File: src/rtl/csq_pkg.sv
// Shared types and constants of the cursor sequence store.
`default_nettype none
package csq_pkg;

  localparam int WORD_W       = 64;
  localparam int KIND_W       = 3;
  localparam int COUNT_OUT_W  = 6;
  localparam int STATUS_W     = 2;
  localparam int DEF_CAPACITY = 32;

  typedef enum logic [KIND_W-1:0] {
    K_START   = 3'd0,
    K_ADVANCE = 3'd1,
    K_INSERT  = 3'd2,
    K_ATTACH  = 3'd3,
    K_REMOVE  = 3'd4,
    K_QUERY   = 3'd5
  } kind_t;

  typedef enum logic [STATUS_W-1:0] {
    ST_OK    = 2'd0,
    ST_FULL  = 2'd1,
    ST_NOCUR = 2'd2
  } status_t;

  // Row-wide shift command handed to every cell.
  typedef struct packed {
    logic ins;  // open a slot at the position, shift toward the back
    logic rem;  // close the slot at the position, shift toward the front
  } shift_ctl_t;

endpackage
`default_nettype wire

File: src/rtl/csq_cell.sv
// One storage cell of the sequence row: holds a word and trades with its neighbors.
`default_nettype none
module csq_cell #(
  parameter int IDX = 0,
  parameter int CW  = 6
) (
  input  wire logic                       clk,
  input  wire csq_pkg::shift_ctl_t        ctl,
  input  wire logic [CW-1:0]              pos,
  input  wire logic [csq_pkg::WORD_W-1:0] word,
  input  wire logic [csq_pkg::WORD_W-1:0] from_left,
  input  wire logic [csq_pkg::WORD_W-1:0] from_right,
  input  wire logic [CW-1:0]              cursor,
  output logic      [csq_pkg::WORD_W-1:0] value,
  output logic      [csq_pkg::WORD_W-1:0] sel_value
);

  localparam logic [CW-1:0] MY_IDX = CW'(IDX);

  logic [csq_pkg::WORD_W-1:0] value_r;
  logic [csq_pkg::WORD_W-1:0] value_nxt;

  always_comb begin
    value_nxt = value_r;
    if (ctl.ins) begin
      if (MY_IDX > pos) begin
        value_nxt = from_left;
      end else if (MY_IDX == pos) begin
        value_nxt = word;
      end
    end else if (ctl.rem) begin
      if (MY_IDX >= pos) begin
        value_nxt = from_right;
      end
    end
  end

  always_ff @(posedge clk) begin
    value_r <= value_nxt;
  end

  assign value     = value_r;
  // Drive the word onto the read-out tree only when the cursor sits here.
  assign sel_value = (cursor == MY_IDX) ? value_r : '0;

endmodule
`default_nettype wire

File: config.mk
export PLATFORM = sky130hd
export DESIGN_NAME = csq_cell
export DESIGN_NICKNAME = d
export VERILOG_FILES = /design/src/rtl/csq_pkg.sv /design/src/rtl/csq_cell.sv
export SDC_FILE = /design/constraint.sdc
export NUM_CORES = 1
export LEC_CHECK = 0
export BUFFER_PORTS_ARGS = -buffer_cell sky130_fd_sc_hd__buf_4
export CAP_MARGIN = 20
export CORE_AREA = 3 3 128 130
export CTS_CLUSTER_DIAMETER = 120
export DETAILED_ROUTE_END_ITERATION = 8
export DIE_AREA = 0 0 131 133
export SYNTH_ARGS = -nofsm -noshare
export SYNTH_HDL_FRONTEND = slang
export SYNTH_SLANG_ARGS = --single-unit
File: constraint.sdc
create_clock -name clk -period 9.55 [get_ports clk]
set_input_delay 1.91 -clock clk [delete_from_list [all_inputs] [get_ports clk]]
set_output_delay 1.91 -clock clk [all_outputs]
set_load 0.05 [all_outputs]
* Word-level counts from Yosys, hierarchy flattened *
Index checks and enable logic that the tools add are counted.

cells by class
  equal/unequal tests = 1
  muxes and demuxes = 6
  $lt $le $gt $ge = 2
  reduce and logical (&&, ||, !) cells = 5

operator list
  kind                number
  $mux 64             6
  $logic_not 6->1     2
  $ge 1x6->1 const A  1
  $gt 1x6->1 const A  1
  $reduce_bool 2->1   2
  $ne 3x1->1 const B  1
  $reduce_and 3->1    1

word-level totals
  output and inout port bits = 128
  word-level logic and storage cells = 15
  bits in registers = 64

* Depth between registers and ports, before layout *
Gate-level depths: netlist (run 1).

  depth in word-level cells = 4
  depth in mapped cells = 4
  mapped depth without buffers = 2

* Worst setup path before layout (run 1) *
No wires, ideal clock.

  kind = input to register
  start = input port pos[2]
  end = register value_r (netlist bit value[0]) (enable)
  required time = 8.899 ns
  stages on the path = 2
  buffers on the path = 0
  library setup time = 0.651 ns
  path slack = 0.406 ns
  data arrival time = 8.493 ns
  path through = or4_1 > nor4_1

on the way
  word-level cells in the longest chain between the ends = 3
  elaborated cells on any way between the ends = 6

ends and longest elaborated chain
  what                                                                     line            source
  from (decl)                                                              csq_cell.sv:9   input wire logic [CW-1:0] pos,
  $gt 1x6->1 (tied with other cells)                                       csq_cell.sv:26  if (MY_IDX > pos) begin
  $ne 3x1->1 (no source line) / $reduce_bool 2->1 (equally long branches)  -
  $reduce_and 3->1 (no source line) *                                      -
  to (signal assigned)                                                     csq_cell.sv:39  value_r <= value_nxt;
  to (decl)                                                                csq_cell.sv:20  logic [csq_pkg::WORD_W-1:0] value_r;

Mark *: on every way between the ends. The rest lies on a longest branch, timed or not.
A chain may end at the register's enable or synchronous reset.

* Final worst setup path (run 1) *
  start = input port cursor[1]
  end = output port sel_value[63] in the netlist's numbering

on the way
  word-level cells in the longest chain between the ends = 2

ends and longest elaborated chain
  what             line            source
  from (decl)      csq_cell.sv:13  input wire logic [CW-1:0] cursor,
  $logic_not 6->1  csq_cell.sv:44  assign sel_value = (cursor == MY_IDX) ? value_r : '0;
  $mux 64          csq_cell.sv:44
  to (decl)        csq_cell.sv:15  output logic [csq_pkg::WORD_W-1:0] sel_value

Every way passes these cells.

==> results of run 1 <==
stage by stage:
stage / std cells / area (sq um) / setup WS [ns]
6_report: 698 / 5760 / 4.33
3_5_place_dp: 681 / 5480 / 4.10
5_1_grt: 698 / 5760 / 4.25
4_1_cts: 697 / 5740 / 4.09
2_1_floorplan: 216 / 3240 / 0.406
3_3_place_gp: 681 / 5480 / 4.15
power by group:
group | internal, mW | switching, mW | leakage [nW] | total, mW
sequential | 0.315 | 0.00129 | 0.576 | 0.316
clock | 0.173 | 0.113 | 0.130 | 0.286
combinational | 0.0629 | 0.0416 | 1.98 | 0.105
total | 0.550 | 0.156 | 2.69 | 0.706
layout by cell type (no fill, tap or decap):
cell type and n:
sky130_fd_sc_hd__buf_4 273, sky130_fd_sc_hd__mux2_2 64, sky130_fd_sc_hd__edfxtp_1 64, sky130_fd_sc_hd__and3_2 53, sky130_fd_sc_hd__and3_1 11, sky130_fd_sc_hd__clkbuf_16 9, sky130_fd_sc_hd__clkinv_2 4, sky130_fd_sc_hd__clkbuf_1 2
sky130_fd_sc_hd__nor4_4 1, sky130_fd_sc_hd__nor2_4 1, sky130_fd_sc_hd__nor2_1 1, sky130_fd_sc_hd__or4_1 1, sky130_fd_sc_hd__nor4_2 1, sky130_fd_sc_hd__clkinv_1 1, sky130_fd_sc_hd__buf_16 1
logic make-up after synthesis:
logic type,Yosys count
buffers and inverters,19
and+or+nand+nor,69
DFF,64
muxes,64
path summary, 6_finish.rpt:
check,startpoint,slack (ns),end
worst max-delay path,cursor[1],4.33,sel_value[63]
worst min-delay path,pos[3],1.87,value[63]
per-layer routing:
metal	GRT usage (%)	vias up	share of wire [%]
met2	20.9	182	51
met5	0	-	0
met4	4.97	0	1.4
met3	3.59	9	9.8
li1	-	1369	-
met1	12.7	1339	38
area by class of cell:
class                           count  area [sq um]  share of cell area (%)
Timing Repair Buffer              274          2080                    36.0
Sequential cell                    64          1920                    33.3
Multi-Input combinational cell    133          1240                    21.6
Tap cell                          211           264                    4.58
Clock buffer                       11           233                    4.04
Clock inverter                      5          23.8                   0.413
critical path: cells and delay by family:
kind	cells	cell delay (ns)
buffers and inverters	3	0.82
and+or+nand+nor	2	0.56
==> impl_summary.md, run 1 <==
CTS
In this run, post-CTS hold repair placed 0 buffers. The clock input transition at the sequential cells of the worst setup and hold paths is about 0.05 ns. The number of levels in the clock H-tree is 3. The clock drives 64 sinks. The TritonCTS clock tree is yes.

Clock tree synthesis inserted a total of 9 buffers. The number of gates resized after CTS is 0. Counting along the longest clock path gives a buffer depth of 2. The tree is rooted in a sky130_fd_sc_hd__clkbuf_16. The number of buffers inserted by post-CTS setup repair is 0.

Floorplan
For this design the top-level I/O count stands at between 300 and 400. The die is ~130 um tall. The core footprint is 0.0153 sq mm. The initial utilization of the core area, before any placement, comes to around a fifth. The width of the chip is 131 um. The floorplan has 45 rows. The floorplan die area is about 0.017 sq mm.

Global route
The first global-routing pass estimated approximately 15 mm of wire. The initial antenna violation count is 0. The pin count of the biggest net entering global routing is 65. For this run the aggregate overflow at the end of global routing stands at 0. Global routing used around an eighth of the available tracks across all layers. The number of global-route vias before repair was 2979.

Timing
The max-slew headroom at the worst pin is 43.6%. The upper clock frequency limit is ~190 MHz. The number of setup violations in the final report is 0. The final number of hold-violating endpoints is 0. On the final layout, the worst hold slack is 1.87 ns.

Setup repair after global routing left no endpoint under its margin. For the finished layout, the period the worst path requires is around 5.2 ns. The period utilization is a little over half. The slew at the pin with the worst max-slew slack is around 0.85 ns. The final setup TNS is 0 ns. The number of max-slew violations in the final report came to 0.

Synthesis
The post-synthesis adder-cell area fraction is 0%. Summed over all instances, the cell type with the most area after synthesis is sky130_fd_sc_hd__edfxtp_1. Among all flip-flop cells after synthesis, the most frequent one is sky130_fd_sc_hd__edfxtp_1. Averaged over all synthesized cells, the footprint is 15.0 sq um. Summing the areas of all compound-gate instances in the mapped netlist gives 0% of the synthesized area.

Sorting the synthesized cells by how often they occur yields sky130_fd_sc_hd__edfxtp_1 (64), sky130_fd_sc_hd__mux2_2 (64), sky130_fd_sc_hd__and3_2 (53). The number of synthesized register bits is 64. Sorting the synthesized cells by area gives the leading types as sky130_fd_sc_hd__edfxtp_1 (59%), sky130_fd_sc_hd__mux2_2 (22%), sky130_fd_sc_hd__and3_2 (12%). The share of synthesized registers carrying an async set or reset is 0%. The post-synthesis sequential area ratio is 59.3%. The number of nets in the synthesized netlist is 423. The area fraction of the dominant cell type after synthesis is 59.3%. The multiplexer share of the synthesized area is between 20 and 25%. By area, the combinational part of the netlist is dominated by multiplexers. The synthesized netlist devotes 0% of its cell area to XOR and XNOR gates. Counting every instance in the synthesized netlist gives between 200 and 250. The number of distinct library cells after synthesis is 11.

The simple-gate share of the synthesized area is between 10% and 20%. The total standard cell area after synthesis is 0.00324 sq mm. The Yosys step of the flow raised 0 warnings.

The number of synthesized flops with an enable pin is 64.

Drt
In this run the remaining antenna-violating nets after routing total 0. Across all layers, the routed design uses around 2900 vias. The pre-antenna-repair detailed-routing pass consisted of 5 iterations.

The routed wire length is ~11 mm. The routed via count divided by cell count is a little over 4. For this run, design rule violations remaining after detail routing come to 0.

The detailed router finished its first iteration with 67 violations. The wire length per cell after detailed routing is about 15 um.

Layout
The final layout contains 689 nets. The number of flip-flops under the largest register name is between 60 and 70. The proportion of layout cells with a drive suffix above 1 is a little over four fifths.

The total of fill cells in the finished design is roughly 1500. For this run, the share of the core covered by cells in the final layout is between 30% and 40%. The relative area change from synthesis to final layout is 77.9%. The repair_antennas step left the layout with diodes totalling 0.

Pwr
Power comes to around 0.71 mW. The cell leakage power is about 2.7 nW. In this run the power density over the cells is around 120 mW/mm^2. Across the VDD grid, the largest voltage drop is approximately 0.06 mV.

Worst setup path
The kind of start point of the critical path is a primary input. The data arrival time of the worst path is between 3 and 4 ns. The critical path is of the in2out type. The worst endpoint required time is roughly 7.6 ns. The signal on the critical path passes through buf_4 > nor4_4 > buf_4 > and3_2 > buf_4.

For this design, the slowest cell found on the critical path is sky130_fd_sc_hd__buf_4. The most numerous cell type found on the critical path is sky130_fd_sc_hd__buf_4. Of all nets on the critical path, the largest fanout is 64. The largest incremental delay on the critical path is about 0.5 ns. STA classifies the critical path endpoint as an output pin.

Flow run
The count of max-cap constraint violations is 0.

Min path
The class of the tightest hold or removal check is in2reg. The number of cells on the worst hold path is 2.

Placed design
Buffers placed on the I/O ports in this run total 270. The congestion estimate from routability-driven global placement came to between 0.7 and 0.8. The sum of net half-perimeters after detailed placement is 7.91 mm.

Outcome
The run finished with clean final reports.
(Power assumes the default switching activity.)
==> run 2: changes to the inputs <==
==> constraint.sdc (replaced) <==
create_clock -name clk -period 4.7 [get_ports clk]
set_input_delay 0.94 -clock clk [delete_from_list [all_inputs] [get_ports clk]]
set_output_delay 0.94 -clock clk [all_outputs]
set_load 0.05 [all_outputs]
==> run 2 against run 1 <==
  * First-iteration DRC count decreased by 16%
  * Wire length increased by 2.6%
  * Count of clock-buffer cells in the layout increased by 1
  * Non-clock buffer count increased by 1
  * Worst hold slack got worse by 0.96 ns
  * Via count increased by 0.14%
  * Clock power increased by 140%
  * Critical path type unchanged
  * Utilization increased by 0.30 points
  * Critical endpoint is now sel_value[53]
  * Global-route usage increased by 0.28 points
==> impl_summary.md, run 2 (same netlist as run 1, synthesis figures left out) <==
Layout
The total of fill cells in the finished design is 1479 (was 1465). The most frequent standard cell in the layout excluding fill and tap cells was sky130_fd_sc_hd__buf_4 (unchanged). The register area is 0.00192 sq mm (unchanged). The post-route standard cell area excluding fillers was 0.00581 sq mm (was 0.00576 sq mm).

The core occupancy in the finished layout was 38.1% (was 37.8%). The filler-free cell count of the finished design came to 699 (was 698). The final layout net count came to 690 (was 689). The antenna cell count is 0 (unchanged). The number of flip-flops under the largest register name came to 64 (unchanged). The area taken by multi-input logic gates is 0.00125 sq mm (was 0.00124 sq mm).

The relative area change from synthesis to final layout was 79.3% (was 77.9%). The proportion of layout cells with a drive suffix above 1 is 83.4% (was 83.6%). Commonest cells after routing, fill and taps aside: sky130_fd_sc_hd__buf_4 (275), sky130_fd_sc_hd__mux2_2 (64), sky130_fd_sc_hd__edfxtp_1 (64), sky130_fd_sc_hd__and3_2 (53), sky130_fd_sc_hd__and3_1 (11) (was sky130_fd_sc_hd__buf_4 (273), sky130_fd_sc_hd__mux2_2 (64), sky130_fd_sc_hd__edfxtp_1 (64), sky130_fd_sc_hd__and3_2 (53), sky130_fd_sc_hd__and3_1 (11)).

Global route
The overall track demand over capacity in global routing was 12.0% (was 11.7%). The pin count of the biggest net entering global routing was 65 (unchanged). The number of global-route vias before repair is 3020 (was 2979). The remaining global-route overflow is 0 (unchanged). The first-pass GRT wire length is 16.0 mm (was 15.4 mm). The initial antenna violation count is 1 (was 0).

CTS
The number of buffers inserted during clock tree synthesis is 9 (unchanged). The TritonCTS clock tree is yes (unchanged). The number of levels in the clock H-tree came to 3 (unchanged).

The number of buffers added to fix hold violations after cts is 0 (unchanged). The number of gates resized after CTS came to 0 (unchanged). The buffer type at the clock tree root is sky130_fd_sc_hd__clkbuf_16 (unchanged). The number of sinks driven by the clock tree is 64 (unchanged). The maximum buffer depth of the clock tree is 2 (unchanged).

The clock input transition at the sequential cells of the worst setup and hold paths is 0.06 ns (was 0.05 ns). The number of buffers inserted by post-CTS setup repair was 0 (unchanged).

Flow run
The count of max-cap constraint violations is 0 (unchanged).

Worst setup path
The instance count on the critical path came to 5 (unchanged). The largest incremental delay on the critical path is 0.76 ns (was 0.50 ns). Ordered list of cells on the worst path: buf_4 > nor2_4 > buf_4 > and3_2 > buf_4 (was buf_4 > nor4_4 > buf_4 > and3_2 > buf_4).

The data arrival time of the worst path is 2.56 ns (was 3.31 ns). The startpoint of the most critical setup path is cursor[5] (was cursor[1]). The capturing instance or port of the critical path is sel_value[53] (was sel_value[63]). The cell repeated most along the worst path is sky130_fd_sc_hd__buf_4 (unchanged). The kind of start point of the critical path was a primary input (unchanged). The largest fanout of any net on the critical path is 50 (was 64). The combined buffer and inverter count along the critical path is 3 (unchanged). The category of the most critical setup path is in2out (unchanged).

The worst endpoint required time is 3.76 ns (was 7.64 ns). The critical path's slowest cell is sky130_fd_sc_hd__nor2_4 (was sky130_fd_sc_hd__buf_4). The endpoint kind of the worst setup timing path is an output pin (unchanged).

The cell family with the largest share of critical-path delay was simple AND/OR/NAND/NOR gates (was buffers and inverters).

Timing
Based on the critical path, the design can be clocked at up to between 200 and 300 MHz. The final setup slack of the worst path is 1.20 ns (was 4.33 ns). The worst path uses between 70% and 80% of the clock period. The number of setup violations in the final report is 0 (unchanged). The final setup TNS is 0 ns (unchanged). The max-slew headroom at the worst pin came to 33.9% (was 43.6%). The number of max-slew violations in the final report came to 0 (unchanged).

The slew at the pin with the worst max-slew slack was 0.989 ns (was 0.847 ns). The final number of hold-violating endpoints is 0 (unchanged). Unrepaired setup endpoints after global routing: false (unchanged). The routed design could run at a clock period as short as approximately 3.5 ns.

Floorplan
The initial core utilization was 21.2% (unchanged). The site row count was 45 (unchanged). The floorplan die area is 0.0174 sq mm (unchanged). The width of the chip was 131 um (unchanged). The die extent in y was 133 um (unchanged). The core footprint came to 0.0153 sq mm (unchanged).

The number of ports placed on the die boundary is 335 (unchanged).

Outcome
Result of the run: finished clean (unchanged).

Drt
The DRC marker count from the first detailed-route iteration is 56 (was 67). The number of antenna-violating nets in the routed design is 0 (unchanged). The wire length per cell after detailed routing is 15.8 um (was 15.4 um). The overall via count from detail_route came to 2903 (was 2899). The number of search-and-repair iterations in the first detailed-routing pass is 4 (was 5).

The routed via count divided by cell count is 4.15 (about the same). The DRC violation count after routing was 0 (unchanged). The routed wire length came to 11.0 mm (was 10.8 mm).

Pwr
The power density over the cells is 267 mW/mm^2 (was 123 mW/mm^2). The maximum VDD drop is 0.182 mV (was 0.0583 mV). The cell leakage power is 2.71 nW (was 2.69 nW).

Placed design
The sum of net half-perimeters after detailed placement is 8.35 mm (was 7.91 mm). The total cell area at the placement stage is 0.00550 sq mm (was 0.00548 sq mm). The routability congestion estimate from global placement came to 0.736 (was 0.769). The number of port buffers is 270 (unchanged). The pre-CTS setup slack was 1.16 ns (was 4.10 ns). The number of cells after detailed placement is 683 (was 681).

Min path
The class of the tightest hold or removal check is in2reg (unchanged). The number of cells on the worst hold path is 2 (unchanged).
==> run 2: cell count changes in the layout (fill, tap and decap cells not counted), sizes merged <==
cell / previous run / this run
bufinv: 0 / 2
clkinv: 5 / 2
buf: 274 / 275
clkbuf: 11 / 12
==> run 2: cell type report <==
| class | count | share of cell area [%] |
|---|---|---|
| clock buffers | 12 | 4.07 |
| clock inverters | 4 | 1.18 |
| multi-input cells | 133 | 21.6 |
| flip-flops and latches | 64 | 33.1 |
| well taps | 211 | 4.55 |
| repair buffers | 275 | 35.5 |
==> run 2: how the worst min path moves through the flow <==
stage / start / to
floorplan: from_right[0] / value[0]
global placement: word[55] / value[55]
detailed placement: from_right[55] / value[55]
CTS: from_right[15] / value[15]
global route: from_right[61] / value[61]
finish: from_right[15] / value[15]
==> run 2: where the power goes <==
part / leakage (nW) / internal, mW / total [mW] / switching (mW)
sequential: 0.576 / 0.639 / 0.642 / 0.00269
combinational: 1.98 / 0.126 / 0.211 / 0.0849
clock: 0.148 / 0.462 / 0.699 / 0.237
==> run 2: stage by stage <==
step	power, mW	hold slack [ns]
after floorplan	0.749	1.16
after global placement	0.864	1.24
final	1.55	0.911
after CTS	1.58	0.889
after global routing	1.62	0.895
after detailed placement	0.868	1.25
==> run 2: routing by layer <==
layer	up-vias	routed length [um]	GRT usage [%]	part of all wire (%)
met5	-	0	0	0
met3	11	1080	3.88	9.8
met4	0	187	5.03	1.7
met2	178	5570	21.2	50
met1	1344	4210	13.1	38
li1	1370	-	-	-
==> run 3: changes to the inputs <==
--- a/config.mk
+++ b/config.mk
@@ -5,12 +5,13 @@
 export SDC_FILE = /design/constraint.sdc
 export NUM_CORES = 1
 export LEC_CHECK = 0
+export ABC_AREA = 1
 export BUFFER_PORTS_ARGS = -buffer_cell sky130_fd_sc_hd__buf_4
 export CAP_MARGIN = 20
-export CORE_AREA = 3 3 128 130
+export CORE_AREA = 3 3 130 132
 export CTS_CLUSTER_DIAMETER = 120
 export DETAILED_ROUTE_END_ITERATION = 8
-export DIE_AREA = 0 0 131 133
+export DIE_AREA = 0 0 133 135
 export SYNTH_ARGS = -nofsm -noshare
 export SYNTH_HDL_FRONTEND = slang
 export SYNTH_SLANG_ARGS = --single-unit
==> constraint.sdc (replaced) <==
create_clock -name clk -period 3.2 [get_ports clk]
set_input_delay 0.64 -clock clk [delete_from_list [all_inputs] [get_ports clk]]
set_output_delay 0.64 -clock clk [all_outputs]
set_load 0.05 [all_outputs]
==> run 3 against run 2 <==
  * Via count up 16%
  * Total power rose by 36%
  * Worst hold slack lost 0.32 ns
  * Wire length rose by 5.2%
  * Clock power increased by 25%
  * Flip-flop and latch count stayed put
  * First-iteration DRC count increased by 88%
  * Sequential share of layout area is 1.2 points lower
  * Critical path type unchanged
==> impl_summary.md, run 3 <==
Layout
The register area is 0.00192 sq mm (unchanged). The relative area change from synthesis to final layout is 69.5% (was 79.3%). The final layout net count is 886 (was 690).

The proportion of layout cells with a drive suffix above 1 is 51.1% (was 83.4%). The antenna cell count is 0 (unchanged). The number of flip-flops under the largest register name was 64 (unchanged).

The most frequent standard cell in the layout excluding fill and tap cells is sky130_fd_sc_hd__buf_4 (unchanged). The total of fill cells in the finished design was 1643 (was 1479). Commonest cells after routing, fill and taps aside: sky130_fd_sc_hd__buf_4 (272), sky130_fd_sc_hd__inv_1 (128), sky130_fd_sc_hd__nand2_1 (65), sky130_fd_sc_hd__o21ai_0 (64), sky130_fd_sc_hd__edfxtp_1 (64) (was sky130_fd_sc_hd__buf_4 (275), sky130_fd_sc_hd__mux2_2 (64), sky130_fd_sc_hd__edfxtp_1 (64), sky130_fd_sc_hd__and3_2 (53), sky130_fd_sc_hd__and3_1 (11)). The area taken by multi-input logic gates is 0.00101 sq mm (was 0.00125 sq mm).

CTS
The number of sinks driven by the clock tree is 64 (unchanged). The TritonCTS clock tree is yes (unchanged). The buffer type at the clock tree root is sky130_fd_sc_hd__clkbuf_16 (unchanged).

The number of buffers inserted during clock tree synthesis is 9 (unchanged). The number of buffers inserted by post-CTS setup repair is 0 (unchanged). The clock input transition at the sequential cells of the worst setup and hold paths is 0.06 ns (about the same). The maximum buffer depth of the clock tree is 2 (unchanged). The number of levels in the clock H-tree is 3 (unchanged). The number of buffers added to fix hold violations after cts came to 0 (unchanged). The number of gates resized after CTS is 0 (unchanged).

Floorplan
The core footprint is 0.0158 sq mm (was 0.0153 sq mm). The number of ports placed on the die boundary came to 335 (unchanged). The width of the chip came to 133 um (was 131 um). The initial core utilization is 22.4% (was 21.2%). The floorplan die area is 0.0180 sq mm (was 0.0174 sq mm).

The site row count is 46 (was 45). The die extent in y came to 135 um (was 133 um).

Flow run
The count of max-cap constraint violations was 0 (unchanged).

Drt
The DRC marker count from the first detailed-route iteration is 105 (was 56). The wire length per cell after detailed routing is 12.9 um (was 15.8 um). The routed via count divided by cell count came to 3.76 (was 4.15). The number of antenna-violating nets in the routed design was 0 (unchanged). The DRC violation count after routing is 0 (unchanged). The routed wire length is 11.6 mm (was 11.0 mm). The number of search-and-repair iterations in the first detailed-routing pass is 4 (unchanged).

The overall via count from detail_route was 3379 (was 2903).

Placed design
The pre-CTS setup slack is 0.871 ns (was 1.16 ns). The number of port buffers was 270 (unchanged). The routability congestion estimate from global placement is 0.719 (was 0.736). The sum of net half-perimeters after detailed placement is 8.75 mm (was 8.35 mm).

Timing
The final setup TNS is 0 ns (unchanged). The max-slew headroom at the worst pin is 69.0% (was 33.9%). The number of setup violations in the final report is 0 (unchanged).

Unrepaired setup endpoints after global routing: false (unchanged). The period utilization is approximately three quarters. The slew at the pin with the worst max-slew slack came to 0.465 ns (was 0.989 ns). The upper clock frequency limit is 427 MHz. The number of max-slew violations in the final report came to 0 (unchanged). The final setup slack of the worst path came to 0.858 ns (was 1.20 ns). The final number of hold-violating endpoints is 0 (unchanged). The time the final worst path needs with I/O delays and setup is 2.34 ns.

Pwr
The maximum VDD drop was 0.196 mV (was 0.182 mV). The power density over the cells is 350 mW/mm^2 (was 267 mW/mm^2). The cell leakage power is 3.15 nW (was 2.71 nW). The power consumption is 2.11 mW (was 1.55 mW).

Synthesis
Commonest cells in the synthesized netlist: sky130_fd_sc_hd__inv_1 (128), sky130_fd_sc_hd__nand2_1 (65), sky130_fd_sc_hd__edfxtp_1 (64), sky130_fd_sc_hd__o21ai_0 (64), sky130_fd_sc_hd__nor2_2 (60) (was sky130_fd_sc_hd__edfxtp_1 (64), sky130_fd_sc_hd__mux2_2 (64), sky130_fd_sc_hd__and3_2 (53)). The post-synthesis net count is 621 (was 423). The number of synthesized register bits is 64 (unchanged). The cell accounting for the most synthesized area is sky130_fd_sc_hd__edfxtp_1 (unchanged). The share of synthesized registers carrying an async set or reset came to 0% (unchanged). Biggest area contributors in the synthesized netlist: sky130_fd_sc_hd__edfxtp_1 (54%), sky130_fd_sc_hd__inv_1 (14%), sky130_fd_sc_hd__nor2_2 (11%) (was sky130_fd_sc_hd__edfxtp_1 (59%), sky130_fd_sc_hd__mux2_2 (22%), sky130_fd_sc_hd__and3_2 (12%)). The most common cell in the synthesized netlist is sky130_fd_sc_hd__inv_1. The dominant synthesized flop cell is sky130_fd_sc_hd__edfxtp_1 (unchanged). The area fraction of the dominant cell type after synthesis was 54.1% (was 59.3%). The synthesized area per cell is 8.58 sq um (was 15.0 sq um). The number of distinct library cells after synthesis came to 13 (was 11).

The cell count after synthesis came to 414 (was 216). The post-synthesis sequential area ratio is 54.1% (was 59.3%). The total of warnings raised by yosys is 0 (unchanged).

The total standard cell area after synthesis came to 0.00355 sq mm (was 0.00324 sq mm). The number of synthesized flops with an enable pin came to 64 (unchanged).

Worst setup path
The largest fanout of any net on the critical path is 64 (was 50). The endpoint kind of the worst setup timing path is an output pin (unchanged). The combined buffer and inverter count along the critical path is 3 (unchanged). The data arrival time of the worst path is 1.70 ns (was 2.56 ns). Ordered list of cells on the worst path: buf_4 > nor2_1 > nand3_4 > buf_12 > nor2_1 > buf_4 (was buf_4 > nor2_4 > buf_4 > and3_2 > buf_4).

The critical path's slowest cell is sky130_fd_sc_hd__buf_12 (was sky130_fd_sc_hd__nor2_4). The worst endpoint required time is 2.56 ns (was 3.76 ns). The largest incremental delay on the critical path came to 0.25 ns (was 0.76 ns). The kind of start point of the critical path was a primary input (unchanged). The category of the most critical setup path is in2out (unchanged). The cell family with the largest share of critical-path delay is buffers and inverters (was simple AND/OR/NAND/NOR gates).

Global route
The overall track demand over capacity in global routing came to 12.4% (was 12.0%). The number of global-route vias before repair is 3353 (was 3020). The initial antenna violation count came to 0 (was 1). The pin count of the biggest net entering global routing is 65 (unchanged). The remaining global-route overflow was 0 (unchanged). The first-pass GRT wire length is 17.3 mm (was 16.0 mm).

Min path
The number of cells on the worst hold path came to 3 (was 2). The startpoint of the worst hold path is word[16] (was from_right[15]). The end point of the worst hold path is value[16] (was value[15]). The class of the tightest hold or removal check is in2reg (unchanged).

Outcome
Result of the run: finished clean (unchanged).
[run 3: layout make-up]
cell class,count,share of cell area (%)
timing repair buffer,274,34.6
clock buffer,11,3.87
multi-input combinational,202,16.8
inverter,128,7.98
sequential,64,31.9
clock inverter,4,0.374
tap,216,4.49
[run 3: worst max path at each step]
stage,start,endpoint,slack [ns],cells past startpoint
final,cursor[3],sel_value[63],0.86,6
after global routing,cursor[3],sel_value[63],0.78,6
after CTS,cursor[3],sel_value[63],0.87,6
after detailed placement,cursor[3],sel_value[63],0.87,6
after global placement,cursor[3],sel_value[63],0.91,6
after floorplan,ctl[1],value[0],0.10,4
[run 3: cells by family (layout without fill, tap and decap cells)]
logic type,Yosys count,in the layout,share of synthesized area (%)
buffers and inverters,148,417,17.6
and+or+nand+nor,137,137,19.1
AOI/OAI and AO/OA,65,65,9.16
DFF,64,64,54.1
[run 3: per-stage QoR]
stage,utilization [%],hold WS [ns],cell area [sq um],cells
floorplan,-,0.827,3550,414
global placement,36.4,0.917,5770,884
detailed placement,36.4,0.923,5770,884
CTS,38.0,0.567,6020,899
global route,38.0,0.576,6020,899
finish,38.0,0.587,6020,899
[run 3: per-layer routing]
metal / track usage [%] / part of all wire (%)
met5: 0 / 0
met4: 5.08 / 2.2
met3: 4.25 / 7.4
met2: 21.8 / 51
met1: 13.9 / 40
[run 3: power by group]
group	switching (mW)	internal, mW	leakage [nW]
Combinational	0.138	0.155	2.46
Sequential	0.00406	0.938	0.557
Clock	0.359	0.516	0.125
Total	0.501	1.61	3.15
